===== src/design/mva_pkg.sv =====
// ----------------------------------------------------------------------------
// mva_pkg
// Shared types, codes and helpers of the MIDI voice allocator.
// ----------------------------------------------------------------------------
`default_nettype none

package mva_pkg;

  localparam int VOICES  = 16;
  localparam int VW      = $clog2(VOICES);
  localparam int MAX_RES = 32;
  localparam int RW      = $clog2(MAX_RES + 1);

  localparam logic [15:0] VEL_SCALE = 16'd51603;

  // configuration register indexes
  localparam logic [2:0] CFG_MONO      = 3'd0;
  localparam logic [2:0] CFG_NORM_VEL  = 3'd1;
  localparam logic [2:0] CFG_MPE       = 3'd2;
  localparam logic [2:0] CFG_TRANSPOSE = 3'd3;
  localparam logic [2:0] CFG_OSC_SYNC  = 3'd4;

  // message types (status high nibble)
  localparam logic [3:0] REQ_NOTE_OFF = 4'h8;
  localparam logic [3:0] REQ_NOTE_ON  = 4'h9;
  localparam logic [3:0] REQ_CC       = 4'hB;
  localparam logic [3:0] REQ_PROGRAM  = 4'hC;
  localparam logic [3:0] REQ_PRESSURE = 4'hD;
  localparam logic [3:0] REQ_BEND     = 4'hE;

  // controller numbers
  localparam logic [6:0] CC_MOD     = 7'd1;
  localparam logic [6:0] CC_BREATH  = 7'd2;
  localparam logic [6:0] CC_FOOT    = 7'd4;
  localparam logic [6:0] CC_TIMBRE  = 7'd74;
  localparam logic [6:0] CC_SUSTAIN = 7'd64;
  localparam logic [6:0] CC_ALL_OFF = 7'd123;
  localparam logic [6:0] PEDAL_THR  = 7'd63;
  localparam logic [6:0] PROG_MAX   = 7'd31;
  localparam logic [3:0] MPE_MASTER = 4'd1;

  // result commands
  localparam logic [3:0] CMD_START      = 4'd0;
  localparam logic [3:0] CMD_RELEASE    = 4'd1;
  localparam logic [3:0] CMD_XFER_SIG   = 4'd2;
  localparam logic [3:0] CMD_XFER_STATE = 4'd3;
  localparam logic [3:0] CMD_TIMBRE     = 4'd4;
  localparam logic [3:0] CMD_PRESSURE   = 4'd5;
  localparam logic [3:0] CMD_VOICE_BEND = 4'd6;
  localparam logic [3:0] CMD_CONTROLLER = 4'd7;
  localparam logic [3:0] CMD_PROGRAM    = 4'd8;

  // controller ids
  localparam logic [2:0] CTL_MOD        = 3'd0;
  localparam logic [2:0] CTL_BREATH     = 3'd1;
  localparam logic [2:0] CTL_FOOT       = 3'd2;
  localparam logic [2:0] CTL_AFTERTOUCH = 3'd3;
  localparam logic [2:0] CTL_BEND       = 3'd4;

  typedef struct packed {
    logic [7:0] status_byte;
    logic [6:0] first_data;
    logic [6:0] second_data;
  } msg_t;

  typedef struct packed {
    logic [3:0]  command;
    logic [3:0]  voice_index;
    logic [3:0]  source_voice;
    logic [7:0]  note_number;
    logic [6:0]  velocity;
    logic        osc_sync;
    logic [2:0]  controller_id;
    logic [13:0] value;
    logic        last;
  } res_t;

  // message class, settled when the item is taken
  typedef enum logic [2:0] {
    CLS_NONE,
    CLS_SINGLE,
    CLS_EXPR,
    CLS_KEYUP,
    CLS_KEYDOWN,
    CLS_PEDAL_OFF,
    CLS_ALL_OFF
  } msg_cls_t;

  // datapath operations issued by the controller
  typedef enum logic [3:0] {
    OP_NOP,
    OP_LOAD,
    OP_SINGLE,
    OP_EXPR,
    OP_UPSCAN,
    OP_DNSCAN,
    OP_DNWRITE,
    OP_MONO,
    OP_REL,
    OP_HIGH,
    OP_XFER,
    OP_RELEND,
    OP_ANO,
    OP_SUSOFF,
    OP_FINISH
  } dp_op_t;

  typedef struct packed {
    msg_cls_t cls;
    logic     hit;
    logic     last;
    logic     dn_found;
    logic     ano_last;
    logic     emit_ok;
    logic     mono;
  } dp_status_t;

  // round-robin successor of a voice index
  function automatic logic [VW-1:0] next_idx(input logic [VW-1:0] i);
    if (i == VW'(VOICES - 1)) begin
      return '0;
    end
    return i + VW'(1);
  endfunction

endpackage

`default_nettype wire


===== src/design/mva_datapath.sv =====
// ----------------------------------------------------------------------------
// mva_datapath
// Voice table, message registers, scan counters and result buffering.
// ----------------------------------------------------------------------------
`default_nettype none

module mva_datapath (
  input  wire logic                    clk,
  input  wire logic                    rst,
  input  wire mva_pkg::msg_t           msg,
  input  wire logic                    cfg_valid,
  input  wire logic [2:0]              cfg_index,
  input  wire logic [5:0]              cfg_data,
  input  wire mva_pkg::dp_op_t         op,
  output mva_pkg::dp_status_t          status,
  output mva_pkg::res_t                res,
  output logic                         res_valid,
  input  wire logic                    res_ready
);

  localparam int VW = mva_pkg::VW;
  localparam int RW = mva_pkg::RW;

  // configuration
  logic       mono_mode;
  logic       norm_vel;
  logic       mpe_enable;
  logic       osc_sync_en;
  logic [5:0] shift;

  // global state
  logic [mva_pkg::VOICES-1:0] held;
  logic [mva_pkg::VOICES-1:0] sust;
  logic [mva_pkg::VOICES-1:0] live;
  logic [VW-1:0]              next_voice;
  logic                       pedal;
  logic                       fallback;

  // voice payload, one read port at sidx
  logic [3:0] chan_mem [mva_pkg::VOICES];
  logic [7:0] note_mem [mva_pkg::VOICES];

  // message registers
  logic [3:0]        chan;
  logic [3:0]        req;
  logic [6:0]        d1;
  logic [6:0]        d2;
  logic [7:0]        pitch;
  logic [6:0]        vel;
  logic              mpe_q;
  mva_pkg::msg_cls_t cls;

  // scan registers
  logic [VW-1:0] sidx;
  logic [VW-1:0] cnt;
  logic [VW-1:0] found;
  logic          found_v;
  logic [VW-1:0] oidx;
  logic [VW-1:0] rv;
  logic [VW-1:0] target;
  logic [7:0]    high;
  logic          high_v;

  // result buffering
  mva_pkg::res_t pend;
  logic          pend_v;
  mva_pkg::res_t out_q;
  logic          out_v;
  logic [RW-1:0] rcount;

  // combinational helpers
  logic [3:0]        in_chan;
  logic [3:0]        in_req;
  logic              in_mpe;
  mva_pkg::msg_cls_t in_cls;
  logic [7:0]        in_pitch;
  logic [22:0]       vel_prod;
  logic [3:0]        ch;
  logic [7:0]        nt;
  logic              held_s;
  logic              em;
  mva_pkg::res_t     em_res;
  logic              hit;
  logic              last;
  logic              emit_ok;
  logic              scan_step;
  logic              push;
  logic              flush;
  mva_pkg::res_t     fin_res;

  assign in_chan  = msg.status_byte[3:0];
  assign in_req   = msg.status_byte[7:4];
  assign in_mpe   = mpe_enable && !fallback;
  assign in_pitch = {1'b0, msg.first_data} + {{2{shift[5]}}, shift};
  assign vel_prod = 23'(msg.second_data) * 23'(mva_pkg::VEL_SCALE);

  assign ch      = chan_mem[sidx];
  assign nt      = note_mem[sidx];
  assign held_s  = held[sidx];
  assign last    = (cnt == VW'(mva_pkg::VOICES - 1));
  assign emit_ok = !pend_v || !out_v || res_ready;

  // message classification
  always_comb begin
    in_cls = mva_pkg::CLS_NONE;
    if (in_mpe && in_chan != mva_pkg::MPE_MASTER &&
        ((in_req == mva_pkg::REQ_CC && msg.first_data == mva_pkg::CC_TIMBRE) ||
         in_req == mva_pkg::REQ_PRESSURE || in_req == mva_pkg::REQ_BEND)) begin
      in_cls = mva_pkg::CLS_EXPR;
    end else begin
      case (in_req)
        mva_pkg::REQ_NOTE_OFF: in_cls = mva_pkg::CLS_KEYUP;
        mva_pkg::REQ_NOTE_ON: begin
          in_cls = (msg.second_data == 7'd0) ? mva_pkg::CLS_KEYUP : mva_pkg::CLS_KEYDOWN;
        end
        mva_pkg::REQ_CC: begin
          if (msg.first_data == mva_pkg::CC_MOD || msg.first_data == mva_pkg::CC_BREATH ||
              msg.first_data == mva_pkg::CC_FOOT) begin
            in_cls = mva_pkg::CLS_SINGLE;
          end else if (msg.first_data == mva_pkg::CC_SUSTAIN) begin
            in_cls = (msg.second_data > mva_pkg::PEDAL_THR) ? mva_pkg::CLS_NONE
                                                            : mva_pkg::CLS_PEDAL_OFF;
          end else if (msg.first_data == mva_pkg::CC_ALL_OFF) begin
            in_cls = mva_pkg::CLS_ALL_OFF;
          end
        end
        mva_pkg::REQ_PROGRAM, mva_pkg::REQ_PRESSURE, mva_pkg::REQ_BEND: begin
          in_cls = mva_pkg::CLS_SINGLE;
        end
        default: in_cls = mva_pkg::CLS_NONE;
      endcase
    end
  end

  // result produced by the current operation
  always_comb begin
    em     = 1'b0;
    em_res = '0;
    case (op)
      mva_pkg::OP_SINGLE: begin
        em = 1'b1;
        em_res.command = mva_pkg::CMD_CONTROLLER;
        case (req)
          mva_pkg::REQ_CC: begin
            em_res.value = {7'd0, d2};
            if (d1 == mva_pkg::CC_BREATH) begin
              em_res.controller_id = mva_pkg::CTL_BREATH;
            end else if (d1 == mva_pkg::CC_FOOT) begin
              em_res.controller_id = mva_pkg::CTL_FOOT;
            end else begin
              em_res.controller_id = mva_pkg::CTL_MOD;
            end
          end
          mva_pkg::REQ_PROGRAM: begin
            em_res.command = mva_pkg::CMD_PROGRAM;
            em_res.value   = {7'd0, (d1 > mva_pkg::PROG_MAX) ? mva_pkg::PROG_MAX : d1};
          end
          mva_pkg::REQ_PRESSURE: begin
            em_res.controller_id = mva_pkg::CTL_AFTERTOUCH;
            em_res.value         = {7'd0, d1};
          end
          default: begin
            em_res.controller_id = mva_pkg::CTL_BEND;
            em_res.value         = {d2, d1};
          end
        endcase
      end
      mva_pkg::OP_EXPR: begin
        em = held_s && (ch == chan);
        em_res.voice_index = 4'(sidx);
        case (req)
          mva_pkg::REQ_CC: begin
            em_res.command = mva_pkg::CMD_TIMBRE;
            em_res.value   = {7'd0, d2};
          end
          mva_pkg::REQ_PRESSURE: begin
            em_res.command = mva_pkg::CMD_PRESSURE;
            em_res.value   = {7'd0, d1};
          end
          default: begin
            em_res.command = mva_pkg::CMD_VOICE_BEND;
            em_res.value   = {d2, d1};
          end
        endcase
      end
      mva_pkg::OP_DNWRITE: begin
        em = 1'b1;
        em_res.command     = mva_pkg::CMD_START;
        em_res.voice_index = 4'(found);
        em_res.note_number = pitch;
        em_res.velocity    = vel;
        em_res.osc_sync    = osc_sync_en;
      end
      mva_pkg::OP_MONO: begin
        em = live[sidx] && (!held_s || nt < pitch);
        em_res.command      = held_s ? mva_pkg::CMD_XFER_STATE : mva_pkg::CMD_XFER_SIG;
        em_res.voice_index  = 4'(found);
        em_res.source_voice = 4'(sidx);
      end
      mva_pkg::OP_XFER: begin
        em = high_v && live[rv];
        em_res.command      = mva_pkg::CMD_XFER_STATE;
        em_res.voice_index  = 4'(target);
        em_res.source_voice = 4'(rv);
      end
      mva_pkg::OP_RELEND: begin
        em = !pedal;
        em_res.command     = mva_pkg::CMD_RELEASE;
        em_res.voice_index = 4'(rv);
      end
      mva_pkg::OP_SUSOFF: begin
        em = sust[sidx] && !held_s;
        em_res.command     = mva_pkg::CMD_RELEASE;
        em_res.voice_index = 4'(sidx);
      end
      default: em = 1'b0;
    endcase
  end

  // per-operation condition for the controller
  always_comb begin
    case (op)
      mva_pkg::OP_EXPR:   hit = held_s && (ch == chan);
      mva_pkg::OP_UPSCAN: hit = held_s && (mpe_q ? (ch == chan) : (nt == pitch));
      mva_pkg::OP_MONO:   hit = live[sidx];
      mva_pkg::OP_ANO:    hit = held[oidx];
      default:            hit = 1'b0;
    endcase
  end

  always_comb begin
    case (op)
      mva_pkg::OP_EXPR, mva_pkg::OP_UPSCAN, mva_pkg::OP_DNSCAN, mva_pkg::OP_MONO,
      mva_pkg::OP_HIGH, mva_pkg::OP_SUSOFF: scan_step = 1'b1;
      default: scan_step = 1'b0;
    endcase
  end

  assign status.cls      = cls;
  assign status.hit      = hit;
  assign status.last     = last;
  assign status.dn_found = found_v || !held_s;
  assign status.ano_last = (oidx == VW'(mva_pkg::VOICES - 1));
  assign status.emit_ok  = emit_ok;
  assign status.mono     = mono_mode;

  // message registers, latched with the item
  always_ff @(posedge clk) begin
    if (op == mva_pkg::OP_LOAD) begin
      chan  <= in_chan;
      req   <= in_req;
      d1    <= msg.first_data;
      d2    <= msg.second_data;
      pitch <= in_pitch;
      vel   <= norm_vel ? vel_prod[22:16] : msg.second_data;
      mpe_q <= in_mpe;
    end
  end

  // voice payload store
  always_ff @(posedge clk) begin
    if (op == mva_pkg::OP_DNWRITE) begin
      chan_mem[found] <= chan;
      note_mem[found] <= pitch;
    end
  end

  // scan registers
  always_ff @(posedge clk) begin
    if (scan_step) begin
      sidx <= mva_pkg::next_idx(sidx);
      cnt  <= cnt + VW'(1);
    end
    case (op)
      mva_pkg::OP_LOAD: begin
        sidx <= (in_cls == mva_pkg::CLS_KEYDOWN) ? next_voice : '0;
        cnt  <= '0;
        oidx <= '0;
      end
      mva_pkg::OP_UPSCAN: if (hit) rv <= sidx;
      mva_pkg::OP_DNSCAN: begin
        if (!held_s && !found_v) found <= sidx;
      end
      mva_pkg::OP_DNWRITE, mva_pkg::OP_REL: begin
        sidx <= '0;
        cnt  <= '0;
      end
      mva_pkg::OP_HIGH: begin
        if (held_s && (!high_v || nt > high)) begin
          high   <= nt;
          target <= sidx;
        end
      end
      mva_pkg::OP_ANO: begin
        if (hit) rv <= oidx;
        else oidx <= mva_pkg::next_idx(oidx);
      end
      mva_pkg::OP_RELEND: oidx <= mva_pkg::next_idx(oidx);
      default: ;
    endcase
  end

  // control state: flags, configuration, class
  always_ff @(posedge clk) begin
    if (rst) begin
      held        <= '0;
      sust        <= '0;
      live        <= '0;
      next_voice  <= '0;
      pedal       <= 1'b0;
      fallback    <= 1'b0;
      mono_mode   <= 1'b0;
      norm_vel    <= 1'b0;
      mpe_enable  <= 1'b0;
      osc_sync_en <= 1'b0;
      shift       <= '0;
      cls         <= mva_pkg::CLS_NONE;
      found_v     <= 1'b0;
      high_v      <= 1'b0;
    end else begin
      case (op)
        mva_pkg::OP_LOAD: begin
          cls     <= in_cls;
          found_v <= 1'b0;
          if (in_cls != mva_pkg::CLS_EXPR && in_req == mva_pkg::REQ_CC &&
              msg.first_data == mva_pkg::CC_SUSTAIN) begin
            pedal <= msg.second_data > mva_pkg::PEDAL_THR;
          end
        end
        mva_pkg::OP_DNSCAN: begin
          if (mpe_q && held_s && ch == chan) fallback <= 1'b1;
          if (!held_s) found_v <= 1'b1;
        end
        mva_pkg::OP_DNWRITE: begin
          held[found] <= 1'b1;
          sust[found] <= pedal;
          next_voice  <= mva_pkg::next_idx(found);
          if (!mono_mode) live[found] <= 1'b1;
        end
        mva_pkg::OP_MONO: begin
          if (em) begin
            live[sidx]  <= 1'b0;
            live[found] <= 1'b1;
          end else if (!hit && last) begin
            live[found] <= 1'b1;
          end
        end
        mva_pkg::OP_REL: begin
          held[rv] <= 1'b0;
          high_v   <= 1'b0;
        end
        mva_pkg::OP_HIGH: if (held_s) high_v <= 1'b1;
        mva_pkg::OP_XFER: begin
          if (em) begin
            live[rv]     <= 1'b0;
            live[target] <= 1'b1;
          end
        end
        mva_pkg::OP_RELEND: if (pedal) sust[rv] <= 1'b1;
        mva_pkg::OP_SUSOFF: if (em) sust[sidx] <= 1'b0;
        default: ;
      endcase
      // configuration writes arrive only while idle
      if (cfg_valid) begin
        case (cfg_index)
          mva_pkg::CFG_MONO:     mono_mode <= cfg_data[0];
          mva_pkg::CFG_NORM_VEL: norm_vel  <= cfg_data[0];
          mva_pkg::CFG_MPE: begin
            mpe_enable <= cfg_data[0];
            fallback   <= 1'b0;
          end
          mva_pkg::CFG_TRANSPOSE: shift       <= cfg_data;
          mva_pkg::CFG_OSC_SYNC:  osc_sync_en <= cfg_data[0];
          default: ;
        endcase
      end
    end
  end

  // result buffering: one pending item, one output register
  assign push  = em && (rcount < RW'(mva_pkg::MAX_RES));
  assign flush = (op == mva_pkg::OP_FINISH) && pend_v;

  // final item of a message carries the last mark
  always_comb begin
    fin_res      = pend;
    fin_res.last = 1'b1;
  end

  always_ff @(posedge clk) begin
    if (rst) begin
      pend_v <= 1'b0;
      out_v  <= 1'b0;
      rcount <= '0;
    end else begin
      if (op == mva_pkg::OP_LOAD) begin
        rcount <= '0;
      end else if (push) begin
        rcount <= rcount + RW'(1);
      end
      if (push) begin
        pend   <= em_res;
        pend_v <= 1'b1;
      end else if (flush) begin
        pend_v <= 1'b0;
      end
      if (push && pend_v) begin
        out_q <= pend;
        out_v <= 1'b1;
      end else if (flush) begin
        out_q <= fin_res;
        out_v <= 1'b1;
      end else if (out_v && res_ready) begin
        out_v <= 1'b0;
      end
    end
  end

  assign res       = out_q;
  assign res_valid = out_v;

endmodule

`default_nettype wire


===== src/design/mva_ctrl.sv =====
// ----------------------------------------------------------------------------
// mva_ctrl
// Sequencer that walks each message through its voice table scans.
// ----------------------------------------------------------------------------
`default_nettype none

module mva_ctrl (
  input  wire logic                clk,
  input  wire logic                rst,
  input  wire logic                msg_valid,
  output logic                     msg_ready,
  input  wire mva_pkg::dp_status_t status,
  output mva_pkg::dp_op_t          op
);

  typedef enum logic [14:0] {
    S_IDLE     = 15'b000000000000001,
    S_DISPATCH = 15'b000000000000010,
    S_SINGLE   = 15'b000000000000100,
    S_EXPR     = 15'b000000000001000,
    S_UPSCAN   = 15'b000000000010000,
    S_DNSCAN   = 15'b000000000100000,
    S_DNWRITE  = 15'b000000001000000,
    S_MONO     = 15'b000000010000000,
    S_REL      = 15'b000000100000000,
    S_HIGH     = 15'b000001000000000,
    S_XFER     = 15'b000010000000000,
    S_RELEND   = 15'b000100000000000,
    S_ANO      = 15'b001000000000000,
    S_SUSOFF   = 15'b010000000000000,
    S_FINISH   = 15'b100000000000000
  } state_t;

  state_t state;
  state_t state_next;
  logic   go;

  assign msg_ready = (state == S_IDLE) && !rst;
  // any step may push a result, so all work waits for room downstream
  assign go = status.emit_ok;

  // operation issued in each state
  always_comb begin
    op = mva_pkg::OP_NOP;
    case (state)
      S_IDLE:    op = msg_valid ? mva_pkg::OP_LOAD : mva_pkg::OP_NOP;
      S_SINGLE:  op = mva_pkg::OP_SINGLE;
      S_EXPR:    op = mva_pkg::OP_EXPR;
      S_UPSCAN:  op = mva_pkg::OP_UPSCAN;
      S_DNSCAN:  op = mva_pkg::OP_DNSCAN;
      S_DNWRITE: op = mva_pkg::OP_DNWRITE;
      S_MONO:    op = mva_pkg::OP_MONO;
      S_REL:     op = mva_pkg::OP_REL;
      S_HIGH:    op = mva_pkg::OP_HIGH;
      S_XFER:    op = mva_pkg::OP_XFER;
      S_RELEND:  op = mva_pkg::OP_RELEND;
      S_ANO:     op = mva_pkg::OP_ANO;
      S_SUSOFF:  op = mva_pkg::OP_SUSOFF;
      S_FINISH:  op = mva_pkg::OP_FINISH;
      default:   op = mva_pkg::OP_NOP;
    endcase
    if (state != S_IDLE && !go) op = mva_pkg::OP_NOP;
  end

  // next state
  always_comb begin
    state_next = state;
    case (state)
      S_IDLE: if (msg_valid) state_next = S_DISPATCH;
      S_DISPATCH: begin
        case (status.cls)
          mva_pkg::CLS_SINGLE:    state_next = S_SINGLE;
          mva_pkg::CLS_EXPR:      state_next = S_EXPR;
          mva_pkg::CLS_KEYUP:     state_next = S_UPSCAN;
          mva_pkg::CLS_KEYDOWN:   state_next = S_DNSCAN;
          mva_pkg::CLS_PEDAL_OFF: state_next = S_SUSOFF;
          mva_pkg::CLS_ALL_OFF:   state_next = S_ANO;
          default:                state_next = S_FINISH;
        endcase
      end
      S_SINGLE: state_next = S_FINISH;
      S_EXPR: if (status.hit || status.last) state_next = S_FINISH;
      S_UPSCAN: begin
        if (status.hit) state_next = S_REL;
        else if (status.last) state_next = S_FINISH;
      end
      S_DNSCAN: begin
        if (status.last) state_next = status.dn_found ? S_DNWRITE : S_FINISH;
      end
      S_DNWRITE: state_next = status.mono ? S_MONO : S_FINISH;
      S_MONO: if (status.hit || status.last) state_next = S_FINISH;
      S_REL: state_next = status.mono ? S_HIGH : S_RELEND;
      S_HIGH: if (status.last) state_next = S_XFER;
      S_XFER: state_next = S_RELEND;
      S_RELEND: begin
        if (status.cls == mva_pkg::CLS_ALL_OFF && !status.ano_last) state_next = S_ANO;
        else state_next = S_FINISH;
      end
      S_ANO: begin
        if (status.hit) state_next = S_REL;
        else if (status.ano_last) state_next = S_FINISH;
      end
      S_SUSOFF: if (status.last) state_next = S_FINISH;
      S_FINISH: state_next = S_IDLE;
      default: state_next = S_IDLE;
    endcase
    if (state != S_IDLE && !go) state_next = state;
  end

  always_ff @(posedge clk) begin
    if (rst) begin
      state <= S_IDLE;
    end else begin
      state <= state_next;
    end
  end

endmodule

`default_nettype wire


===== src/design/midi_voice_allocator.sv =====
// ----------------------------------------------------------------------------
// midi_voice_allocator
// Polyphonic round-robin voice allocator driven by three-byte MIDI messages.
//
//   channel  direction  handshake             payload
//   msg      in         msg_valid/msg_ready   mva_pkg::msg_t
//   res      out        res_valid/res_ready   mva_pkg::res_t
//   cfg      in         cfg_valid/cfg_ready   cfg_index (3), cfg_data (6)
//
// Controller and program messages give one result without a scan; a note-off
// scans for its voice and releases it, in mono mode after a highest-note scan;
// a note-on scans for a free voice, plus a handover scan in mono mode; and
// all-notes-off releases each held voice in turn. Reset is synchronous and
// needs no clearing pass. Scans take one voice per cycle on the single read
// port; all work pauses whenever a result cannot move to the output register.
// ----------------------------------------------------------------------------
`default_nettype none

module midi_voice_allocator (
  input  wire logic          clk,
  input  wire logic          rst,
  input  wire logic          msg_valid,
  output logic               msg_ready,
  input  wire mva_pkg::msg_t msg,
  output logic               res_valid,
  input  wire logic          res_ready,
  output mva_pkg::res_t      res,
  input  wire logic          cfg_valid,
  output logic               cfg_ready,
  input  wire logic [2:0]    cfg_index,
  input  wire logic [5:0]    cfg_data
);

  mva_pkg::dp_op_t     op;
  mva_pkg::dp_status_t status;

  // configuration is taken only between messages
  assign cfg_ready = msg_ready;

  mva_ctrl u_ctrl (
    .clk       (clk),
    .rst       (rst),
    .msg_valid (msg_valid),
    .msg_ready (msg_ready),
    .status    (status),
    .op        (op)
  );

  mva_datapath u_dp (
    .clk       (clk),
    .rst       (rst),
    .msg       (msg),
    .cfg_valid (cfg_valid && cfg_ready),
    .cfg_index (cfg_index),
    .cfg_data  (cfg_data),
    .op        (op),
    .status    (status),
    .res       (res),
    .res_valid (res_valid),
    .res_ready (res_ready)
  );

endmodule

`default_nettype wire


===== config.mk =====
export PLATFORM = sky130hd
export DESIGN_NAME = midi_voice_allocator
export DESIGN_NICKNAME = d
export VERILOG_FILES = /design/src/design/mva_pkg.sv /design/src/design/mva_datapath.sv /design/src/design/mva_ctrl.sv /design/src/design/midi_voice_allocator.sv
export SDC_FILE = /design/constraint.sdc
export NUM_CORES = 1
export LEC_CHECK = 0
export ABC_AREA = 1
export BUFFER_PORTS_ARGS = -buffer_cell sky130_fd_sc_hd__buf_4
export CORE_UTILIZATION = 60
export DETAILED_ROUTE_END_ITERATION = 16
export PLACE_DENSITY_LB_ADDON = 0.08
export SKIP_LAST_GASP = 1
export SYNTH_ARGS = -nofsm -noshare
export SYNTH_HDL_FRONTEND = slang
export SYNTH_SLANG_ARGS = --single-unit

===== constraint.sdc =====
create_clock -name clk -period 5.95 [get_ports clk]
set_input_delay 0.2975 -clock clk [delete_from_list [all_inputs] [get_ports clk]]
set_output_delay 0.2975 -clock clk [all_outputs]
set_load 0.01 [all_outputs]

==> flow_metrics.py <==
metrics = {
    "clock_network": {
        "cts_tree": "yes",
        "insertion_delay_ns": 0.61,
        "cts_resized": 0,
        "clk_pin_slew_ns": 0.06,
        "cts_buffer_depth": 3,
        "cts_root_buf": "clkbuf_16",
        "cts_htree_levels": 2,
        "cts.sinks": 449,
        "cts_made_buffers": 47,
    },
    "setup_path": {
        "worst_path_max_delay_cell": "buf_4",
        "arrival_ns": 4.69,
        "crit_buf_inv": 2,
        "crit_path_end_kind": "flip-flop",
        "reg2reg_depth": 16,
        "path_delay_family": "compound AO/OA/AOI/OAI gates",
        "r2r-end": "u_dp.res[25]",
        "crit_fanout": 79,
        "crit_chain": "buf_4 -> o21ai_0 -> o221ai_1 -> o211ai_1 -> nand2_1 -> ha_1 -> a21oi_1 -> o21ai_0 -> a21oi_1 -> nor2_1 -> nor2_1 -> nor2_1 -> nand3_1 -> nand3_1 -> a21oi_4 -> buf_4",
        "critPathMostFrequentCell": "nor2_1",
        "crit_required_ns": 6.17,
        "rrSetupSlack_ns": 1.48,
        "cp-start-kind": "flip-flop",
        "critPathKind": "flip-flop to flip-flop",
        "slowest_delay_ns": 0.60,
    },
    "timing": {
        "fin_tns_setup_ns": 0,
        "maxSlewHeadroom_pct": 18.0,
        "finalWorstSetupSlack_ns": 1.48,
        "max_freq_ghz": 0.224,
        "fin_crit_ns": 4.47,
        "worst_pin_slew_ns": 1.22,
        "hold_viol_final": 0,
        "post-route-period-util_pct": 75.1,
        "finClkSkew_ns": 0.0333,
        "slew_viol_final": 0,
        "rsz0062_at_grt": "false",
        "setup_viol": 0,
    },
    "worst_hold_path": {
        "hold_end": "u_dp.fallback",
        "min_path_type": "input port to flip-flop",
        "min_from": "cfg_index[2]",
        "hold_depth": 3,
    },
    "detailed_routing": {
        "dr.pass1.iters": 6,
        "drt_iter0_markers": 2174,
        "drc_errors": 0,
        "viasPerCell": 6.07,
        "wl_per_cell_um": 21.2,
        "ant_nets": 0,
        "drt_wl_total_um": 71800,
        "vias": 20600,
    },
    "cells_and_area": {
        "final_cell_mix": "nand2_1 (505), nor2_1 (359), edfxtp_1 (349)",
        "nNetsFinal": 2958,
        "final_common_cell": "nand2_1",
        "fillers": 3090,
        "final_area_um2": 26900,
        "drive_gt1_share_pct": 10.4,
        "area_growth_pct": 12.8,
        "sequential_cell_area_um2": 12500,
        "n_antenna_cell": 0,
        "fin_cells": 3389,
        "multiInputGateArea_um2": 9610,
    },
    "synthesis": {
        "syn_avg_cell_area_um2": 8.74,
        "synth_edf_count": 349,
        "netlist_area_um2": 23900,
        "synth_area_leaders": "edfxtp_1 (44%), dfxtp_1 (8.4%), nand2_1 (7.9%)",
        "yosysTopAreaCell": "edfxtp_1",
        "async_flop_share_pct": 0,
        "synthFlopType": "edfxtp_1",
        "synth_top_area_share_pct": 43.9,
        "syn_nets": 2854,
        "yosysUniqueCellTypes": 58,
        "synth_seq_cells": 449,
        "ys_seq_area_share_pct": 52.3,
        "syn_inst": 2731,
        "yosysWarnings": 0,
    },
    "grt": {
        "grt_pass1_vias": 19600,
        "grt_max_degree": 80,
        "gr-total-overflow": 0,
        "grt_usage_pct": 35.3,
        "antenna_found_initial": 0,
        "grt_pass1_wl_um": 110000,
    },
    "floorplanning": {
        "die_h_um": 201,
        "core_um2": 38900,
        "ios": 85,
        "initial_utilization_pct": 61.3,
        "dieWidth_um": 201,
        "die-area_um2": 40600,
        "rows": 72,
    },
    "placement": {
        "gp_congestion": 0.993,
        "pre_cts_slack_ns": 1.59,
        "port_buffers": 84,
        "postPlaceCellArea_um2": 25000,
        "numPlacedInstances": 3275,
        "dp_hpwl_um": 50300,
    },
    "pwr": {
        "p_total_uw": 8040,
        "irDropWorstVdd_mv": 0.220,
        "leakage_uw": 0.0111,
        "p_per_area_nw_per_um2": 299,
    },
    "run": {
        "maxCapViolations": 0,
    },
    "run_status": {
        "status": "finished, final reports clean",
    },
}
==> metrics by stage <==
stage               hold WS (ns)  util (%)
floorplan                  0.396         -
global placement           0.400      64.3
detailed placement         0.405      64.3
CTS                     0.000714      69.1
global route              0.0207      69.1
finish                    0.0157      69.1
==> synthesized netlist by cell type, types with 6 or more instances <==
cell and instances:
nor3b_1 6, nand3b_1 19, o21ai_1 9, o21ai_0 203, a211oi_1 7, dfxtp_1 100
clkbuf_1 62, inv_1 338, o31ai_1 8, nand2_1 505, nand3_1 195, nor4_1 12
ha_1 79, buf_2 21, o221ai_1 28, nor3_1 56, nor2_4 13, nand2_2 18
o22ai_1 44, nand2_4 6, buf_6 7, o211ai_1 18, nand4_1 24, fa_1 8
inv_2 15, nor2_1 366, a21oi_1 130, edfxtp_1 349, xor2_1 10, nor2_2 10
nand3_2 9
==> what timing repair did <==
action	4_1_cts	5_1_grt
setup buffers	0	0
hold buffers	29	0
hold endpoints to repair	30	0
endpoints found under the setup margin	0	0
==> power by group <==
part | leakage [uW] | switching, uW | internal [uW]
registers | 0.00400 | 105 | 3460
clock network | 0.000769 | 1270 | 1760
logic | 0.00629 | 988 | 459
total | 0.0111 | 2360 | 5680
==> metal layers <==
layer  up-vias  global-route usage [%]  wire length (um)
li1       9477                       -                 -
met1      9773                    47.4             28500
met2      1135                    56.7             33100
met3       198                    7.24              7580
met4         0                    13.1              2520
met5         -                       0                 0
==> cell type report <==
| type | instances | area share (%) |
|---|---|---|
| clock inverters | 26 | 1.18 |
| inverters | 358 | 4.99 |
| clock buffers | 59 | 4.76 |
| multi-input cells | 1829 | 35.7 |
| repair buffers | 150 | 4.55 |
| flip-flops and latches | 449 | 46.4 |
| well taps | 518 | 2.41 |
==> registers in the layout, summed over array words and instances (netlist names), 6 cells and up, named ones only <==
register       cells
u_dp.note_mem    128
u_dp.chan_mem     64
u_dp.res          46
u_dp.fin_res      45
u_dp.held         16
u_dp.live         16
u_ctrl.state      15
u_dp.high          8
u_dp.pitch         8
u_dp.d1            7
u_dp.d2            7
u_dp.vel           7
u_dp.rcount        6
u_dp.shift         6
==> worst max-delay path by stage <==
stage	startpoint	cells past startpoint	slack [ns]	to
6_report	flip-flop	16	1.48	u_dp.res[25]
2_1_floorplan	flip-flop	21	0.59	u_dp.res[0]
3_5_place_dp	flip-flop	16	1.59	u_dp.res[19]
5_1_grt	flip-flop	17	1.22	u_dp.res[22]
3_3_place_gp	flip-flop	17	1.74	u_dp.res[21]
4_1_cts	flip-flop	17	1.52	u_dp.res[7]
==> logic make-up after synthesis <==
| logic type | after synthesis | synth area share (%) |
|---|---|---|
| AO/OA/AOI/OAI | 469 | 11.2 |
| XOR/XNOR | 15 | 0.551 |
| adder cells (fa/ha/maj) | 87 | 4.81 |
| buffers and inverters | 453 | 7.55 |
| flip-flops | 449 | 52.3 |
| multiplexers | 1 | 0.0420 |
| AND/OR/NAND/NOR | 1257 | 23.5 |
==> worst register-to-register path: cells and delay by family (launching register included) <==
family | cells | cell delay (ns)
AO/OA/AOI/OAI | 7 | 1.51
buffers and inverters | 2 | 1.09
AND/OR/NAND/NOR | 6 | 0.86
flip-flops | 1 | 0.33
adder cells (fa/ha/maj) | 1 | 0.26
Power figures use the tool's default switching activity.
